--- config.mk ---
export PLATFORM = sky130hd
export DESIGN_NAME = cursor_linked_list_pool
export DESIGN_NICKNAME = d
export VERILOG_FILES = /design/src/hdl/cllp_pkg.sv /design/src/hdl/cursor_linked_list_pool.sv
export SDC_FILE = /design/constraint.sdc
export NUM_CORES = 2
export LEC_CHECK = 0
export BUFFER_PORTS_ARGS = -buffer_cell sky130_fd_sc_hd__clkbuf_2
export CELL_PAD_IN_SITES_DETAIL_PLACEMENT = 2
export CELL_PAD_IN_SITES_GLOBAL_PLACEMENT = 2
export CORE_ASPECT_RATIO = 1.25
export CORE_MARGIN = 2
export CORE_UTILIZATION = 43
export CTS_BUF_LIST = sky130_fd_sc_hd__clkbuf_8
export CTS_CLUSTER_DIAMETER = 80
export DETAILED_ROUTE_END_ITERATION = 16
export GPL_TIMING_DRIVEN = 0
export PLACE_DENSITY = 0.81
export SETUP_SLACK_MARGIN = 0.3
export SLEW_MARGIN = 40
export SYNTH_ARGS = -nofsm -noshare
export SYNTH_HDL_FRONTEND = slang
export SYNTH_SLANG_ARGS = --single-unit
--- constraint.sdc ---
create_clock -name clock -period 4.35 [get_ports clock]
set_input_delay 0.87 -clock clock [delete_from_list [all_inputs] [get_ports clock]]
set_output_delay 0.87 -clock clock [all_outputs]
set_load 0.05 [all_outputs]
--- src/hdl/cllp_pkg.sv ---
package cllp_pkg;

   localparam int POOL_SLOTS_DEF = 32;

   typedef enum logic [3:0] {
      OP_PUSH_BACK  = 4'd0,
      OP_PUSH_FRONT = 4'd1,
      OP_POP_BACK   = 4'd2,
      OP_POP_FRONT  = 4'd3,
      OP_INSERT     = 4'd4,
      OP_DELETE     = 4'd5,
      OP_FIND       = 4'd6,
      OP_LENGTH     = 4'd7,
      OP_REVERSE    = 4'd8,
      OP_SORT       = 4'd9,
      OP_CLEAR      = 4'd10,
      OP_DUMP       = 4'd11
   } op_type;

   typedef enum logic [1:0] {
      ST_OK        = 2'd0,
      ST_FULL      = 2'd1,
      ST_EMPTY     = 2'd2,
      ST_NOT_FOUND = 2'd3
   } status_type;

   // how a chain walk decides to stop
   typedef enum logic [1:0] {
      WK_FRONT = 2'd0,
      WK_TAIL  = 2'd1,
      WK_PRED  = 2'd2,
      WK_MATCH = 2'd3
   } walk_type;

endpackage

--- src/hdl/cursor_linked_list_pool.sv ---
// channel   ports                                        handshake
// request   req_type, req_value                          start & !busy
// response  rsp_status, rsp_elem_value, rsp_slot,        rsp_valid, once per beat
//           rsp_count, rsp_last
//
// Link and value stores are single-port-write RAMs with registered reads.
// Push/insert/pop/delete/find walk the chain link by link (tail walks read only links,
// compare walks also read each value). Sort costs one sorted-insert walk per element;
// dump gives one beat per cycle.
// Length, clear and unused codes answer straight from idle. Clear resets link valid bits at once.
// Synchronous reset gives the free chain 2..POOL_SLOTS-1; the receiver cannot stall.
module cursor_linked_list_pool
   import cllp_pkg::*;
#(
   parameter int POOL_SLOTS = POOL_SLOTS_DEF
) (
   input  logic               clock,
   input  logic               reset,
   input  logic               start,
   output logic               busy,
   input  logic [3:0]         req_type,
   input  logic signed [31:0] req_value,
   output logic               rsp_valid,
   output logic [1:0]         rsp_status,
   output logic signed [31:0] rsp_elem_value,
   output logic [4:0]         rsp_slot,
   output logic [4:0]         rsp_count,
   output logic               rsp_last
);

   localparam int SW = $clog2(POOL_SLOTS);
   typedef logic [SW-1:0] slot_type;

   typedef enum logic [21:0] {
      S_IDLE   = 22'b1 << 0,
      S_TAKE   = 22'b1 << 1,
      S_TAKE_D = 22'b1 << 2,
      S_FREE_D = 22'b1 << 3,
      S_W_RD   = 22'b1 << 4,
      S_W_LD   = 22'b1 << 5,
      S_W_VD   = 22'b1 << 6,
      S_AW     = 22'b1 << 7,
      S_INS_A  = 22'b1 << 8,
      S_INS_B  = 22'b1 << 9,
      S_U_RD   = 22'b1 << 10,
      S_U_D    = 22'b1 << 11,
      S_U_F    = 22'b1 << 12,
      S_U_G    = 22'b1 << 13,
      S_R0     = 22'b1 << 14,
      S_R1     = 22'b1 << 15,
      S_R2     = 22'b1 << 16,
      S_RLOOP  = 22'b1 << 17,
      S_R3     = 22'b1 << 18,
      S_D0     = 22'b1 << 19,
      S_D1     = 22'b1 << 20,
      S_D2     = 22'b1 << 21
   } state_type;

   localparam slot_type ONE_SLOT  = SW'(1);
   localparam slot_type LAST_SLOT = SW'(POOL_SLOTS - 1);

   // link value of an entry not written since reset or clear
   function automatic slot_type link_rst(input slot_type a);
      slot_type r;
      if (a == '0) begin
         r = SW'(2);
      end else if (a == ONE_SLOT || a == LAST_SLOT) begin
         r = '0;
      end else begin
         r = a + ONE_SLOT;
      end
      return r;
   endfunction

   function automatic walk_type walk_of(input logic [3:0] op);
      walk_type w;
      case (op) inside
         OP_PUSH_BACK, OP_POP_BACK: w = WK_TAIL;
         OP_INSERT, OP_SORT:        w = WK_PRED;
         OP_DELETE, OP_FIND:        w = WK_MATCH;
         default:                   w = WK_FRONT;
      endcase
      return w;
   endfunction

   slot_type               link_mem [POOL_SLOTS];
   logic [31:0]            value_mem [POOL_SLOTS];
   logic [POOL_SLOTS-1:0]  vld_ff;
   slot_type               lrd_ff;
   logic signed [31:0]     vrd_ff;

   state_type          state_ff, state_in;
   logic [3:0]         op_ff, op_in;
   logic signed [31:0] x_ff, x_in;
   walk_type           mode_ff, mode_in;
   slot_type           cur_ff, cur_in;
   slot_type           prev_ff, prev_in;
   slot_type           lnk_ff, lnk_in;
   slot_type           s_ff, s_in;
   slot_type           j_ff, j_in;
   slot_type           p_ff, p_in;
   slot_type           cnt_ff, cnt_in;
   logic signed [31:0] ve_ff, ve_in;

   logic               rsp_valid_ff, rsp_valid_in;
   status_type         rsp_status_ff, rsp_status_in;
   logic signed [31:0] rsp_value_ff, rsp_value_in;
   slot_type           rsp_slot_ff, rsp_slot_in;
   slot_type           rsp_count_ff, rsp_count_in;
   logic               rsp_last_ff, rsp_last_in;

   logic               lw_en, vw_en, clear_go;
   slot_type           lw_addr, lw_data, lr_addr, vw_addr, vr_addr;
   logic [31:0]        vw_data;

   logic               emit_en, emit_last;
   status_type         emit_status;
   logic signed [31:0] emit_value;
   slot_type           emit_slot;
   logic               walk_stop;

   assign walk_stop = (mode_ff == WK_PRED) ? !(vrd_ff < x_ff) : (vrd_ff == x_ff);

   always_comb begin
      state_in = state_ff;
      op_in = op_ff;
      x_in = x_ff;
      mode_in = mode_ff;
      cur_in = cur_ff;
      prev_in = prev_ff;
      lnk_in = lnk_ff;
      s_in = s_ff;
      j_in = j_ff;
      p_in = p_ff;
      cnt_in = cnt_ff;
      ve_in = ve_ff;
      lw_en = 1'b0;
      lw_addr = '0;
      lw_data = '0;
      vw_en = 1'b0;
      vw_addr = '0;
      vw_data = '0;
      lr_addr = '0;
      vr_addr = '0;
      clear_go = 1'b0;
      emit_en = 1'b0;
      emit_status = ST_OK;
      emit_value = '0;
      emit_slot = '0;
      emit_last = 1'b1;

      unique case (state_ff)
         S_IDLE: begin
            if (start) begin
               op_in = req_type;
               x_in = req_value;
               mode_in = walk_of(req_type);
               cur_in = ONE_SLOT;
               prev_in = ONE_SLOT;
               case (req_type) inside
                  OP_PUSH_BACK, OP_PUSH_FRONT, OP_INSERT:     state_in = S_TAKE;
                  OP_POP_BACK, OP_POP_FRONT, OP_DELETE, OP_FIND: state_in = S_W_RD;
                  OP_REVERSE, OP_SORT:                        state_in = S_R0;
                  OP_DUMP:                                    state_in = S_D0;
                  OP_CLEAR: begin
                     clear_go = 1'b1;
                     cnt_in = '0;
                     emit_en = 1'b1;
                  end
                  default: emit_en = 1'b1;
               endcase
            end
         end
         S_TAKE: begin
            lr_addr = '0;
            state_in = S_TAKE_D;
         end
         S_TAKE_D: begin
            if (lrd_ff == '0) begin
               emit_en = 1'b1;
               emit_status = ST_FULL;
               state_in = S_IDLE;
            end else begin
               s_in = lrd_ff;
               lr_addr = lrd_ff;
               vw_en = 1'b1;
               vw_addr = lrd_ff;
               vw_data = x_ff;
               state_in = S_FREE_D;
            end
         end
         S_FREE_D: begin
            lw_en = 1'b1;
            lw_addr = '0;
            lw_data = lrd_ff;
            state_in = S_W_RD;
         end
         S_W_RD: begin
            lr_addr = cur_ff;
            state_in = S_W_LD;
         end
         S_W_LD: begin
            lnk_in = lrd_ff;
            if (lrd_ff == '0 || mode_ff == WK_FRONT) begin
               state_in = S_AW;
            end else if (mode_ff == WK_TAIL) begin
               prev_in = cur_ff;
               cur_in = lrd_ff;
               lr_addr = lrd_ff;
            end else begin
               vr_addr = lrd_ff;
               state_in = S_W_VD;
            end
         end
         S_W_VD: begin
            if (walk_stop) begin
               state_in = S_AW;
            end else begin
               cur_in = lnk_ff;
               lr_addr = lnk_ff;
               state_in = S_W_LD;
            end
         end
         S_AW: begin
            state_in = S_IDLE;
            case (op_ff) inside
               OP_PUSH_BACK, OP_PUSH_FRONT, OP_INSERT, OP_REVERSE, OP_SORT:
                  state_in = S_INS_A;
               OP_POP_FRONT, OP_DELETE: begin
                  if (lnk_ff == '0) begin
                     emit_en = 1'b1;
                     emit_status = (op_ff == OP_DELETE) ? ST_NOT_FOUND : ST_EMPTY;
                  end else begin
                     j_in = cur_ff;
                     s_in = lnk_ff;
                     state_in = S_U_RD;
                  end
               end
               OP_POP_BACK: begin
                  if (cur_ff == ONE_SLOT) begin
                     emit_en = 1'b1;
                     emit_status = ST_EMPTY;
                  end else begin
                     j_in = prev_ff;
                     s_in = cur_ff;
                     state_in = S_U_RD;
                  end
               end
               OP_FIND: begin
                  emit_en = 1'b1;
                  if (lnk_ff == '0) begin
                     emit_status = ST_NOT_FOUND;
                  end else begin
                     emit_slot = cur_ff;
                  end
               end
               default: emit_en = 1'b1;
            endcase
         end
         S_INS_A: begin
            lw_en = 1'b1;
            lw_addr = s_ff;
            lw_data = lnk_ff;
            state_in = S_INS_B;
         end
         S_INS_B: begin
            lw_en = 1'b1;
            lw_addr = cur_ff;
            lw_data = s_ff;
            if (op_ff == OP_REVERSE || op_ff == OP_SORT) begin
               state_in = S_RLOOP;
            end else begin
               cnt_in = cnt_ff + ONE_SLOT;
               emit_en = 1'b1;
               emit_slot = s_ff;
               state_in = S_IDLE;
            end
         end
         S_U_RD: begin
            lr_addr = s_ff;
            vr_addr = s_ff;
            state_in = S_U_D;
         end
         S_U_D: begin
            lw_en = 1'b1;
            lw_addr = j_ff;
            lw_data = lrd_ff;
            ve_in = vrd_ff;
            lr_addr = '0;
            state_in = S_U_F;
         end
         S_U_F: begin
            lw_en = 1'b1;
            lw_addr = s_ff;
            lw_data = lrd_ff;
            state_in = S_U_G;
         end
         S_U_G: begin
            lw_en = 1'b1;
            lw_addr = '0;
            lw_data = s_ff;
            cnt_in = cnt_ff - ONE_SLOT;
            emit_en = 1'b1;
            emit_value = (op_ff == OP_DELETE) ? '0 : ve_ff;
            emit_slot = s_ff;
            state_in = S_IDLE;
         end
         S_R0: begin
            lr_addr = ONE_SLOT;
            state_in = S_R1;
         end
         S_R1: begin
            if (lrd_ff == '0) begin
               emit_en = 1'b1;
               state_in = S_IDLE;
            end else begin
               s_in = lrd_ff;
               lr_addr = lrd_ff;
               state_in = S_R2;
            end
         end
         S_R2: begin
            // first element is cut off as the sole element of the rebuilt chain (for reverse it ends as the tail)
            p_in = lrd_ff;
            lw_en = 1'b1;
            lw_addr = s_ff;
            lw_data = '0;
            state_in = S_RLOOP;
         end
         S_RLOOP: begin
            if (p_ff == '0) begin
               emit_en = 1'b1;
               state_in = S_IDLE;
            end else begin
               s_in = p_ff;
               lr_addr = p_ff;
               vr_addr = p_ff;
               state_in = S_R3;
            end
         end
         S_R3: begin
            p_in = lrd_ff;
            x_in = vrd_ff;
            cur_in = ONE_SLOT;
            state_in = S_W_RD;
         end
         S_D0: begin
            lr_addr = ONE_SLOT;
            state_in = S_D1;
         end
         S_D1: begin
            if (lrd_ff == '0) begin
               emit_en = 1'b1;
               emit_status = ST_EMPTY;
               state_in = S_IDLE;
            end else begin
               s_in = lrd_ff;
               lr_addr = lrd_ff;
               vr_addr = lrd_ff;
               state_in = S_D2;
            end
         end
         S_D2: begin
            emit_en = 1'b1;
            emit_value = vrd_ff;
            emit_slot = s_ff;
            emit_last = (lrd_ff == '0);
            if (lrd_ff == '0) begin
               state_in = S_IDLE;
            end else begin
               s_in = lrd_ff;
               lr_addr = lrd_ff;
               vr_addr = lrd_ff;
            end
         end
         default: state_in = S_IDLE;
      endcase

      rsp_valid_in = emit_en;
      rsp_status_in = rsp_status_ff;
      rsp_value_in = rsp_value_ff;
      rsp_slot_in = rsp_slot_ff;
      rsp_count_in = rsp_count_ff;
      rsp_last_in = rsp_last_ff;
      if (emit_en) begin
         rsp_status_in = emit_status;
         rsp_value_in = emit_value;
         rsp_slot_in = emit_slot;
         rsp_count_in = cnt_in;
         rsp_last_in = emit_last;
      end
   end

   // memories, read data registered with write forwarding
   always_ff @(posedge clock) begin
      if (lw_en) begin
         link_mem[lw_addr] <= lw_data;
      end
      if (vw_en) begin
         value_mem[vw_addr] <= vw_data;
      end
      if (lw_en && lw_addr == lr_addr) begin
         lrd_ff <= lw_data;
      end else if (vld_ff[lr_addr]) begin
         lrd_ff <= link_mem[lr_addr];
      end else begin
         lrd_ff <= link_rst(lr_addr);
      end
      if (vw_en && vw_addr == vr_addr) begin
         vrd_ff <= vw_data;
      end else begin
         vrd_ff <= value_mem[vr_addr];
      end
   end

   always_ff @(posedge clock) begin
      if (reset || clear_go) begin
         vld_ff <= '0;
      end else if (lw_en) begin
         vld_ff[lw_addr] <= 1'b1;
      end
   end

   always_ff @(posedge clock) begin
      if (reset) begin
         state_ff <= S_IDLE;
         cnt_ff <= '0;
         rsp_valid_ff <= 1'b0;
      end else begin
         state_ff <= state_in;
         cnt_ff <= cnt_in;
         rsp_valid_ff <= rsp_valid_in;
      end
   end

   always_ff @(posedge clock) begin
      op_ff <= op_in;
      x_ff <= x_in;
      mode_ff <= mode_in;
      cur_ff <= cur_in;
      prev_ff <= prev_in;
      lnk_ff <= lnk_in;
      s_ff <= s_in;
      j_ff <= j_in;
      p_ff <= p_in;
      ve_ff <= ve_in;
      rsp_status_ff <= rsp_status_in;
      rsp_value_ff <= rsp_value_in;
      rsp_slot_ff <= rsp_slot_in;
      rsp_count_ff <= rsp_count_in;
      rsp_last_ff <= rsp_last_in;
   end

   assign busy = (state_ff != S_IDLE);
   assign rsp_valid = rsp_valid_ff;
   assign rsp_status = rsp_status_ff;
   assign rsp_elem_value = rsp_value_ff;
   assign rsp_slot = 5'(rsp_slot_ff);
   assign rsp_count = 5'(rsp_count_ff);
   assign rsp_last = rsp_last_ff;

   // dump beats come back to back until the last one
   a_dump_burst: assert property (@(posedge clock) disable iff (reset)
      rsp_valid && !rsp_last |=> rsp_valid)
      else $error("dump burst broken");

   a_last_idle: assert property (@(posedge clock) disable iff (reset)
      rsp_valid && rsp_last |-> !busy)
      else $error("busy after final beat");

   a_count_cap: assert property (@(posedge clock) disable iff (reset)
      cnt_ff <= SW'(POOL_SLOTS - 2))
      else $error("element count exceeds pool");

   a_full_count: assert property (@(posedge clock) disable iff (reset)
      rsp_valid && rsp_status == ST_FULL |-> cnt_ff == SW'(POOL_SLOTS - 2))
      else $error("pool full with free slots left");

endmodule
==> metrics.txt, run 1 <==
GRT Residual Overflow=218; main combinational cell family by area after synthesis=compound AO/OA/AOI/OAI gates; Post-synth EDFFs=1329; Post-synth ARST share=0; Total GRT Usage=0.796; top post-synthesis cells by area=edfxtp_1, a211oi_1, nand2_1, dfxtp_1, and2_1; Clock Tree Buf Depth=3; hpwl dp=approximately 170000 um; Synth area leader=edfxtp_1; post-GRT worst EP=lrd_ff[4]$_DFF_P_/D; initial antenna violation count=75; # IOs=between 80 and 90; GPL Wtd Cong=just under 1; Syn Inst Count=roughly 4300; post-synthesis simple-gate area fraction=0.113; post-synthesis xor/xnor area fraction=0.000894; adder-cell area share of the yosys netlist=0.00787; First Err=[ERROR GRT-0232] Routing congestion too high. Check the congestion heatmap in the GUI.; Placed Instance Area=approximately 64000 um^2; Yosys warning count=0; Num CTS Buffers=219; clock sinks=about 1400; area share of the largest cell type after synthesis=0.679; H-tree Lvls=4; largest net degree at the start of global routing=39; Die H=417 um; mean post-synth cell area=between 10 and 15 um^2; Yosys reg bits=~1400; type of pin the worst path ends at=register input; outcome=aborted with a tool error; sequential area share after synthesis=0.712; multiplexer share of the synthesized area=0.0129; Last stage=global routing (5_1_grt); mapped cell area=between 50000 and 60000 um^2; post-synth cell types=97; Cell Rows=between 150 and 200; port bufs=85; Initial Util=0.434; Die Wd=approximately 330 um; Synth Area in Compound Gates=0.129; Post-synth top flop=edfxtp_1; Root Buffer=clkbuf_8
through the flow:
| step | setup TNS (ns) | cells | util | setup WS [ns] |
|---|---|---|---|---|
| after global placement | -2727.65 | 6185 | 0.454 | -3.00 |
| after CTS | -0.0261 | 6773 | 0.528 | -0.0227 |
| after detailed placement | -168.06 | 6287 | 0.472 | -2.15 |
| after floorplan | 0 | 4341 | - | 0.566 |
cells in the mapped netlist (16+ instances only):
cell type and instances:
inv_1 61, a31oi_1 137, o21ai_0 29, a221o_1 16
edfxtp_1 1329, mux2i_1 69, a21oi_1 137, nand4_1 19
nand2_1 725, ha_1 37, clkbuf_1 230, a21o_1 34
nor2_1 144, nand3_1 36, nor2b_1 26, and2_1 266
nor3_1 32, buf_2 43, and3_1 25, dfxtp_1 97
a211oi_1 373, a311oi_1 128, a22o_1 44, o21a_1 37
timing repair:
item                                    in CTS
endpoints found under the setup margin    2156
gates cloned                                 1
pin swaps                                   92
buffers inserted                            87
resized for setup                          716
hold buffers                                 0
routing by layer:
metal	overflow	global-route usage
met5	2	0.511
met2	95	0.915
met1	4	0.780
met4	109	0.783
met3	8	0.709
kinds of logic after synthesis:
family                   after synthesis
multiplexers                          75
adder cells (fa/ha/maj)               37
AND/OR/NAND/NOR                     1378
AO/OA/AOI/OAI                       1036
other                                  1
XOR/XNOR                               6
flip-flops                          1426
buffers and inverters                351
==> run 2, diff against run 1 <==
==> config.mk (replaced) <==
export PLATFORM = sky130hd
export DESIGN_NAME = cursor_linked_list_pool
export DESIGN_NICKNAME = d
export VERILOG_FILES = /design/src/hdl/cllp_pkg.sv /design/src/hdl/cursor_linked_list_pool.sv
export SDC_FILE = /design/constraint.sdc
export NUM_CORES = 2
export LEC_CHECK = 0
export BUFFER_PORTS_ARGS = -buffer_cell sky130_fd_sc_hd__clkbuf_2
export CORE_MARGIN = 2
export CORE_UTILIZATION = 40
export DETAILED_ROUTE_END_ITERATION = 16
export GPL_TIMING_DRIVEN = 0
export PLACE_DENSITY_LB_ADDON = 0.15
export SLEW_MARGIN = 40
export SYNTH_ARGS = -nofsm -noshare
export SYNTH_HDL_FRONTEND = slang
export SYNTH_SLANG_ARGS = --single-unit
==> constraint.sdc (replaced) <==
create_clock -name clock -period 5.7 [get_ports clock]
set_input_delay 1.14 -clock clock [delete_from_list [all_inputs] [get_ports clock]]
set_output_delay 1.14 -clock clock [all_outputs]
set_load 0.05 [all_outputs]
==> metrics.txt, run 2 <==
fin crit share=0.980; Clock Tree Buf Depth=3; met2 Use GR=0.370; mean post-synth cell area=between 10 and 15 um^2; Post-synth top flop=edfxtp_1; Area Overhead vs Synth=17.7%; core area=about 150000 um^2; Hold Vio Cnt, Final=0; Cell Rows=140; CP max stage delay=approximately 0.81 ns; H-tree Lvls=4; Yosys warning count=0; CP max FO=10; Net Sw Frac=0.224; P_leak=between 0.02 and 0.03 uW; RSZ-0062 raised after global routing=no; max reg flops=about 1000; Worst Max-Slew Pin Slew=0.952 ns; VDD IR max=about 0.33 mV; initial antenna violation count=5; hold buffers post-CTS=0; minimum clock period=5.58 ns; DP Worst Slack=-0.0893 ns; P_sw=roughly 5000 uW; CP delay by family, top=compound AO/OA/AOI/OAI gates; port bufs=85; routed vias=38484; first-pass GRT wire length=roughly 260000 um; GPL Wtd Cong=slightly below 1; power share of the sequential group=0.525; Die H=387 um; maximum clock frequency=roughly 180 MHz; clock power share=0.429; Final WS setup=0.115 ns; WP data arrival=6.26 ns; final hold slack=between 0.4 and 0.5 ns; Layout fillers=12866; share of cells above drive strength 1=0.132; Syn Inst Count=between 4000 and 5000; largest net degree at the start of global routing=between 40 and 50; Die Wd=roughly 390 um; Num CTS Buffers=150; Final ANT Viol Nets=0; Worst-Skew Late Latency=approximately 0.79 ns; Worst Hold Class=register to register; mapped cell area=58800 um^2; vias in the first global route=roughly 37000; drt wl/cell=approximately 28 um; flop-to-flop setup slack=about 0.12 ns; Root Buffer=clkbuf_16; die area=~150000 um^2; Synth Area in Compound Gates=0.129; post-synthesis simple-gate area fraction=0.113; internal power contribution=roughly 17000 uW; initial DRC count=about 4400; outcome=complete, no violations; area share of the largest cell type after synthesis=0.679; Yosys reg bits=around 1400; sequential area share after synthesis=0.712; maxcap violations=0; synth cell count leaders=edfxtp_1, nand2_1, a211oi_1; crit path cell chain=clkbuf_1 > or3_1 > nor3_2 > o22ai_1 > a21oi_2 > clkbuf_2 > clkbuf_1 > nand2_1 > a31oi_1 > a21oi_1 > a211oi_1 > a21o_1; crit path kind=register to register; Setup crit end kind=register; most used cell, CP=clkbuf_1; met1 Use GR=0.349; Initial Util=0.404; Total GRT Usage=0.243; Layout Nets=4770; layer with the highest usage=met2; hpwl dp=about 140000 um; relative slew slack=0.365; Critical Path RT=6.37 ns; Slew Viols, Final=0; post-synth cell types=a little under 100; Max Clock Skew=0.0269 ns; slowest CP cell=a211oi_1; met3 usage=0.0422; Post-synth ARST share=0; pwr dens=roughly 320 nW/um^2; Largest Register=value_mem; Comb pwr share=0.046; CTS tree=done; # IOs=86; most numerous cell in the Yosys netlist=edfxtp_1; Detailed Routing Iterations Pass 1=6; GRT Residual Overflow=0; Post-synth EDFFs=around 1300; Startpoint Class=register; Synth area leader=edfxtp_1; clock sinks=around 1400; multiplexer share of the synthesized area=0.0129; post-synthesis xor/xnor area fraction=0.000894; clock transition at the registers of the reported paths=about 0.06 ns; largest registers=value_mem (1024), link_mem (160); # setup viols final=0; main combinational cell family by area after synthesis=compound AO/OA/AOI/OAI gates; CP bufs+invs=3; adder-cell area share of the yosys netlist=0.00787; final WL=about 180000 um; Via-to-Cell Ratio=between 5 and 6; commonest non-fill, non-tap cell in the layout=edfxtp_1; DR DRC count=0; top post-synthesis cells by area=edfxtp_1, a211oi_1, nand2_1, dfxtp_1, and2_1; commonest non-fill, non-tap cells in the layout=edfxtp_1, nand2_1, a211oi_1
-- run 2: worst reg2reg max path: cells and delay by family (launching register included) --
kind	cells	cell delay [ns]
AOI/OAI and AO/OA	6	2.36
buffers and inverters	3	1.42
DFF	1	0.36
and+or+nand+nor	3	1.33
-- run 2: layout make-up --
type                       count  area [um^2]  area share
inverter                      62          245     0.00354
clock buffer                 200         4060      0.0586
clock inverter                61          632     0.00913
sequential                  1426        41900       0.605
multi-input combinational   2564        16300       0.236
tap                         1917         2400      0.0346
timing repair buffer         201         2470      0.0357
antenna                        2         5.00   0.0000723
buffer                       289         1260      0.0182
-- run 2: kinds of logic (layout without fill, tap and decap cells) --
family                     Yosys count  count (layout)
xor gates and xnor gates             6               6
muxes                               75              75
adders and majority gates           37              37
DFF                               1426            1426
other                                1              34
buffers and inverters              351             813
AOI/OAI and AO/OA                 1036            1036
and+or+nand+nor                   1378            1378
-- run 2: worst paths after layout --
kind	start	to	cells past startpoint
setup reg to reg	lrd_ff[2]	vrd_ff[4]	12
setup / recovery	lrd_ff[2]	vrd_ff[4]	12
hold / removal	vld_ff[11]	vld_ff[11]	1
hold reg to reg	vld_ff[11]	vld_ff[11]	1
-- run 2: timing repair --
| action | 4_1_cts | 5_1_grt |
|---|---|---|
| gates resized for setup | 3 | 10 |
| setup endpoints to repair | 6 | 26 |
| hold endpoints to repair | 0 | 0 |
| pin swaps | 0 | 1 |
| buffers inserted | 0 | 1 |
-- run 2: stage by stage --
step	total power [uW]	cells	instance area (um^2)	setup TNS (ns)	util
final	22100	6722	69200	0	0.475
after detailed placement	12800	6456	64400	-0.222	0.442
after global routing	22700	6720	69200	0	0.475
after CTS	22200	6717	69100	0	0.474
after global placement	12800	6343	61800	-348.19	0.424
after floorplan	12400	4341	58900	0	-
-- run 2: layer usage --
metal | wire (um) | share of wire
met4 | 6770 | 0.037
met3 | 14100 | 0.077
met5 | 47 | 0.00025
met2 | 82500 | 0.45
met1 | 81400 | 0.44
-- run 2: power by group through the flow --
stage | sequential [uW] | clock [uW] | combinational (uW)
after global placement | 11800 | 0 | 957
final | 11600 | 9460 | 1030
after detailed placement | 11800 | 0 | 1010
after floorplan | 11900 | 0 | 522
after CTS | 11600 | 9610 | 1010
after global routing | 11600 | 9990 | 1100
No activity file was read; power rests on OpenSTA's default activity.
